### src/sv/rc4_pkg.sv
// Package with the constants and control types of the RC4 stream cipher.
package rc4_pkg;

  localparam int KEY_BYTES_MAX_DEF = 8;
  localparam int SBOX_DEPTH        = 256;
  localparam int SBOX_AW           = 8;
  localparam int CNT_W             = SBOX_AW + 1;
  localparam int KEY_W             = 64;
  localparam int KEY_LEN_W         = 4;

  localparam logic OP_CRYPT = 1'b0;
  localparam logic OP_LOAD  = 1'b1;

  // Commands from the controller to the datapath, one step each.
  typedef struct packed {
    logic capture;
    logic cnt_clr;
    logic cnt_inc;
    logic init_wr;
    logic ksa_j;
    logic ksa_wn;
    logic ksa_wj;
    logic copy;
    logic prga_a;
    logic prga_b;
    logic prga_c;
    logic prga_d;
  } cmd_t;

  // Status from the datapath back to the controller.
  typedef struct packed {
    logic sweep_last;
    logic copy_done;
    logic out_free;
    logic end_flag;
  } status_t;

endpackage

### src/sv/rc4_ctrl.sv
// Controller state machine that sequences key schedule, keystream and copy steps.
module rc4_ctrl (
  input  logic            clk,
  input  logic            rst,
  input  logic            in_valid,
  input  logic            in_op,
  output logic            in_ready,
  output rc4_pkg::cmd_t   cmd,
  input  rc4_pkg::status_t status
);
  import rc4_pkg::*;

  localparam logic [3:0] S_IDLE   = 4'd0;
  localparam logic [3:0] S_INIT   = 4'd1;
  localparam logic [3:0] S_KSA_RD = 4'd2;
  localparam logic [3:0] S_KSA_J  = 4'd3;
  localparam logic [3:0] S_KSA_WN = 4'd4;
  localparam logic [3:0] S_KSA_WJ = 4'd5;
  localparam logic [3:0] S_COPY   = 4'd6;
  localparam logic [3:0] S_PRGA_A = 4'd7;
  localparam logic [3:0] S_PRGA_B = 4'd8;
  localparam logic [3:0] S_PRGA_C = 4'd9;
  localparam logic [3:0] S_PRGA_D = 4'd10;

  logic [3:0] state;
  logic [3:0] state_next;

  always_ff @(posedge clk) begin
    if (rst) begin
      state <= S_IDLE;
    end else begin
      state <= state_next;
    end
  end

  always_comb begin
    state_next = state;
    cmd        = '0;
    in_ready   = 1'b0;
    case (state)
      S_IDLE: begin
        in_ready = 1'b1;
        if (in_valid) begin
          cmd.capture = 1'b1;
          cmd.cnt_clr = 1'b1;
          state_next  = (in_op == OP_LOAD) ? S_INIT : S_PRGA_A;
        end
      end
      S_INIT: begin
        cmd.init_wr = 1'b1;
        if (status.sweep_last) begin
          cmd.cnt_clr = 1'b1;
          state_next  = S_KSA_RD;
        end else begin
          cmd.cnt_inc = 1'b1;
        end
      end
      S_KSA_RD: begin
        state_next = S_KSA_J;
      end
      S_KSA_J: begin
        cmd.ksa_j  = 1'b1;
        state_next = S_KSA_WN;
      end
      S_KSA_WN: begin
        cmd.ksa_wn = 1'b1;
        state_next = S_KSA_WJ;
      end
      S_KSA_WJ: begin
        cmd.ksa_wj = 1'b1;
        if (status.sweep_last) begin
          cmd.cnt_clr = 1'b1;
          state_next  = S_COPY;
        end else begin
          cmd.cnt_inc = 1'b1;
          state_next  = S_KSA_RD;
        end
      end
      S_COPY: begin
        cmd.copy    = 1'b1;
        cmd.cnt_inc = 1'b1;
        if (status.copy_done) begin
          state_next = S_IDLE;
        end
      end
      S_PRGA_A: begin
        cmd.prga_a = 1'b1;
        state_next = S_PRGA_B;
      end
      S_PRGA_B: begin
        cmd.prga_b = 1'b1;
        state_next = S_PRGA_C;
      end
      S_PRGA_C: begin
        cmd.prga_c = 1'b1;
        state_next = S_PRGA_D;
      end
      S_PRGA_D: begin
        cmd.prga_d = 1'b1;
        // Hold here until the output register can take the byte.
        if (status.out_free) begin
          if (status.end_flag) begin
            cmd.cnt_clr = 1'b1;
            state_next  = S_COPY;
          end else begin
            state_next = S_IDLE;
          end
        end
      end
      default: begin
        state_next = S_IDLE;
      end
    endcase
  end

endmodule

### config.mk
export PLATFORM = sky130hd
export DESIGN_NAME = rc4_ctrl
export DESIGN_NICKNAME = d
export VERILOG_FILES = /design/src/sv/rc4_pkg.sv /design/src/sv/rc4_ctrl.sv
export SDC_FILE = /design/constraint.sdc
export NUM_CORES = 1
export LEC_CHECK = 0
export BUFFER_PORTS_ARGS = -buffer_cell sky130_fd_sc_hd__buf_4
export CAP_MARGIN = 20
export CORE_AREA = 2 2 39 41
export DETAILED_ROUTE_END_ITERATION = 12
export DIE_AREA = 0 0 41 43
export GPL_TIMING_DRIVEN = 0
export PLACE_DENSITY = 0.65
export SETUP_SLACK_MARGIN = 0.05
export SLEW_MARGIN = 0
export SYNTH_ARGS = -nofsm -noshare
export SYNTH_HDL_FRONTEND = slang
export SYNTH_SLANG_ARGS = --single-unit
export TNS_END_PERCENT = 30
### constraint.sdc
create_clock -name clk -period 1.5 [get_ports clk]
set_clock_uncertainty 0.15 [all_clocks]
set_input_delay 0.3 -clock clk [delete_from_list [all_inputs] [get_ports clk]]
set_output_delay 0.3 -clock clk [all_outputs]
set_load 0.02 [all_outputs]
==> summary.txt <==
Finish
  – Final Core Density: 0.792
  – Biggest regs: state x4
  – Reg area: about 88 um^2
  – Layout cells sized above 1: 0.700
  – # nets final: 130
  – Fill count: 101
  – Ant. Diodes: 0
  – Area delta synth->final: 120%
  – Non-filler instance count after layout: approximately 140
  – Fin area: 0.00110 mm^2
  – Footprint of the multi-input gates: 467 um^2
  – Top reg by flops: state
  – Max reg flops: 4

Global routing
  – Met1 Track Usage GR: 0.346
  – Most Crowded Layer GR: met2
  – Largest net degree at the start of global routing: 11
  – Total global-route track usage: 0.278
  – Total grt overflow: 0
  – Met3 Use GR: 0.0628
  – Grt met2 use: 0.469
  – First-pass GRT wire length: ~3300 um
  – Initial antenna violation count: 0
  – Vias in the first global route: 693

Synthesis
  – Sequential share of the synthesized area: 0.160
  – Cells after Synth: 73
  – Synth top area share: 0.160
  – Post-synth top cells: nor2_1 (10), nand2_1 (7), nor3_1 (6)
  – Most area-consuming cells after synthesis: dfxtp_1 (16%), nor2_1 (7.5%), nor3_1 (6.0%), nand2_1 (5.3%), buf_2 (5.0%)
  – Syn Std Cell Area: 499 um^2
  – Most used DFF post-synth: dfxtp_1
  – Count of cell types in the netlist: 31
  – FF+latch count, synth: 4
  – Post-Syn Nets: 81
  – Synth area leader: dfxtp_1
  – Syn. warnings: 0
  – Async set-reset flop share out of synthesis: 0
  – Syn avg cell area: slightly below 7 um^2
  – EDFF count, synth: 0
  – Top-count cell post-synth: nor2_1

Critical path
  – WS Path Type: flip-flop to primary output
  – Crit. End Element: primary output
  – CP Buf/Inv Count: 3
  – CP delay by family, top: simple AND/OR/NAND/NOR gates
  – Crit Reg-Reg Endpoint: state[1]$_SDFFE_PP0P_
  – WP depth: 5
  – Worst EP arrival: about 1.4 ns
  – R2r setup slk: -0.21 ns
  – R2R depth: 7
  – Critical-path top delay cell: dfxtp_2
  – Crit path launch: state[0]$_SDFFE_PP0P_
  – Critical Path Fanout Max: 5
  – Crit-path max cell delay: 0.31 ns
  – Most used cell along the critical path: buf_6
  – Worst r2r src: state[1]$_SDFFE_PP0P_
  – CP startpoint kind: flip-flop
  – Worst setup path end: cmd[11]
  – CP required: approximately 1.1 ns
  – Cell chain of the critical path: buf_6 -> buf_8 -> nor4_4 -> and2_4 -> buf_6

Clock network
  – Clock Latency Late Sink: 0.24 ns
  – CTS tree: built
  – CTS buffer count: 3
  – CTS Root Cell: clkbuf_4
  – CTS Hold Bufs: 0
  – Clock buffer depth: 2
  – Clock transition at path regs: ~0.030 ns
  – TritonCTS Sinks: 4
  – CTS HTree Levels: 1

Placement
  – Port Buffers: 20
  – Post-DP HPWL: between 1000 and 1500 um
  – Placed cells: 109
  – RD Place Congestion: 0.827
  – Placement-stage cell area: 696 um^2

Worst hold path
  – Worst min-delay path category: input port to flip-flop

Floorplanning
  – Initial Util: 0.361
  – Placeable Area: between 0.001 and 0.0015 mm^2
  – Die W: 41 um
  – # rows: 14
  – Ports: 21
  – Die area: between 0.0015 and 0.002 mm^2
  – DIE HEIGHT: 43 um

Run status
  – Status: finished with violations
  – Failing checks: negative setup slack

Power
  – Worst vdd ir: 1.01 mV
  – Comb power frac: 0.834
  – NetSw: 0.936 mW
  – Internal power: 1.20 mW
  – Net Sw Frac: 0.438
  – Seq pwr share: 0.102
  – Pleak: 0.512 nW
  – PwrDens: 1950 mW/mm^2
  – Clock share of power: 0.064

Route
  – DRT iter0 DRCs: 30
  – DRC: 0
  – Detailed-route via count: 802
  – Vias per std cell: just under 6
  – ANT nets after route: 0
  – Drt pass-1 iters: 4
  – Drt wl/cell: 17.9 um
  – Final wirelength: 2430 um

STA
  – RSZ-0062 raised after global routing: yes
  – Achievable Freq: about 550 MHz
  – Final hold vios: 0
  – Final WS setup: -0.330 ns
  – Rel. slew slack: 0.740
  – Min cycle time layout: 1.83 ns
  – Max Slew Vio Count: 0
  – # setup viols final: 16
  – Worst Tran Pin Value: between 0.3 and 0.4 ns
  – Final period util: 1.22

Job
  – Max Cap Violations: 0
## how the worst min path moves through the flow
stage / from / to / slack [ns] / depth (start not counted)
global placement: rst / state[3]$_SDFFE_PP0P_ / 0.36 / 2
floorplan: rst / state[0]$_SDFFE_PP0P_ / 0.22 / 1
global route: rst / state[3]$_SDFFE_PP0P_ / 0.12 / 2
CTS: rst / state[3]$_SDFFE_PP0P_ / 0.11 / 2
detailed placement: rst / state[3]$_SDFFE_PP0P_ / 0.36 / 2
finish: rst / state[3]$_SDFFE_PP0P_ / 0.12 / 2
## what timing repair did
action	CTS	global route
setup buffers	17	5
pin swaps	8	8
setup endpoints to repair	14	16
gates resized for setup	36	16
gates cloned	2	0
## metrics by stage
stage	TNS (ns)	hold WS (ns)	power (mW)	setup slack, ns
after floorplan	-0.612	0.219	0.891	-0.166
after global placement	-1.09	0.359	1.16	-0.176
after detailed placement	-1.28	0.364	1.17	-0.178
after CTS	-2.72	0.109	1.86	-0.313
after global routing	-4.00	0.119	2.22	-0.353
final	-3.41	0.119	2.14	-0.330
## routing by layer
| metal | vias up | share of wire | wire (um) |
|---|---|---|---|
| met5 | - | 0 | 0 |
| met4 | 0 | 0.020 | 48 |
| met3 | 6 | 0.044 | 106 |
| met2 | 29 | 0.52 | 1280 |
| met1 | 401 | 0.41 | 1000 |
| li1 | 366 | - | - |
## cells in the final DEF, fill, tap and decap left out, drive strengths merged, types with 3 or more instances in the layout
cell    Yosys  layout
nand2       7       7
a21oi       4       4
nor3        6       6
dfxtp       4       4
nor2       10      10
nand2b      4       4
o21ai       4       4
buf         7      50
clkbuf      0       3
a31oi       3       3
## cells by family after synthesis
family                 synth area share
flip-flops                        0.160
buffers and inverters             0.110
AND/OR/NAND/NOR                   0.469
AO/OA/AOI/OAI                     0.261
## worst reg2reg max path, delay by kind of cell, from the launching register on
kind | cells | cell delay (ns)
simple gates | 2 | 0.41
buf+inv | 3 | 0.39
flops | 1 | 0.32
compound gates | 2 | 0.32
## power groups by stage
stage / clock network (mW) / logic [mW] / registers, mW
6_report: 0.136 / 1.78 / 0.218
2_1_floorplan: 0 / 0.717 / 0.174
4_1_cts: 0.137 / 1.52 / 0.211
3_5_place_dp: 0 / 0.981 / 0.185
3_3_place_gp: 0 / 0.977 / 0.181
5_1_grt: 0.143 / 1.85 / 0.220
## layout make-up
cell class	instances	area share
Clock buffer	3	0.0205
Tap cell	16	0.0183
Sequential cell	4	0.0799
Buffer	7	0.0925
Multi-Input combinational cell	59	0.426
Inverter	3	0.0171
Timing Repair Buffer	44	0.346
No activity file was read; power rests on OpenSTA's default activity.
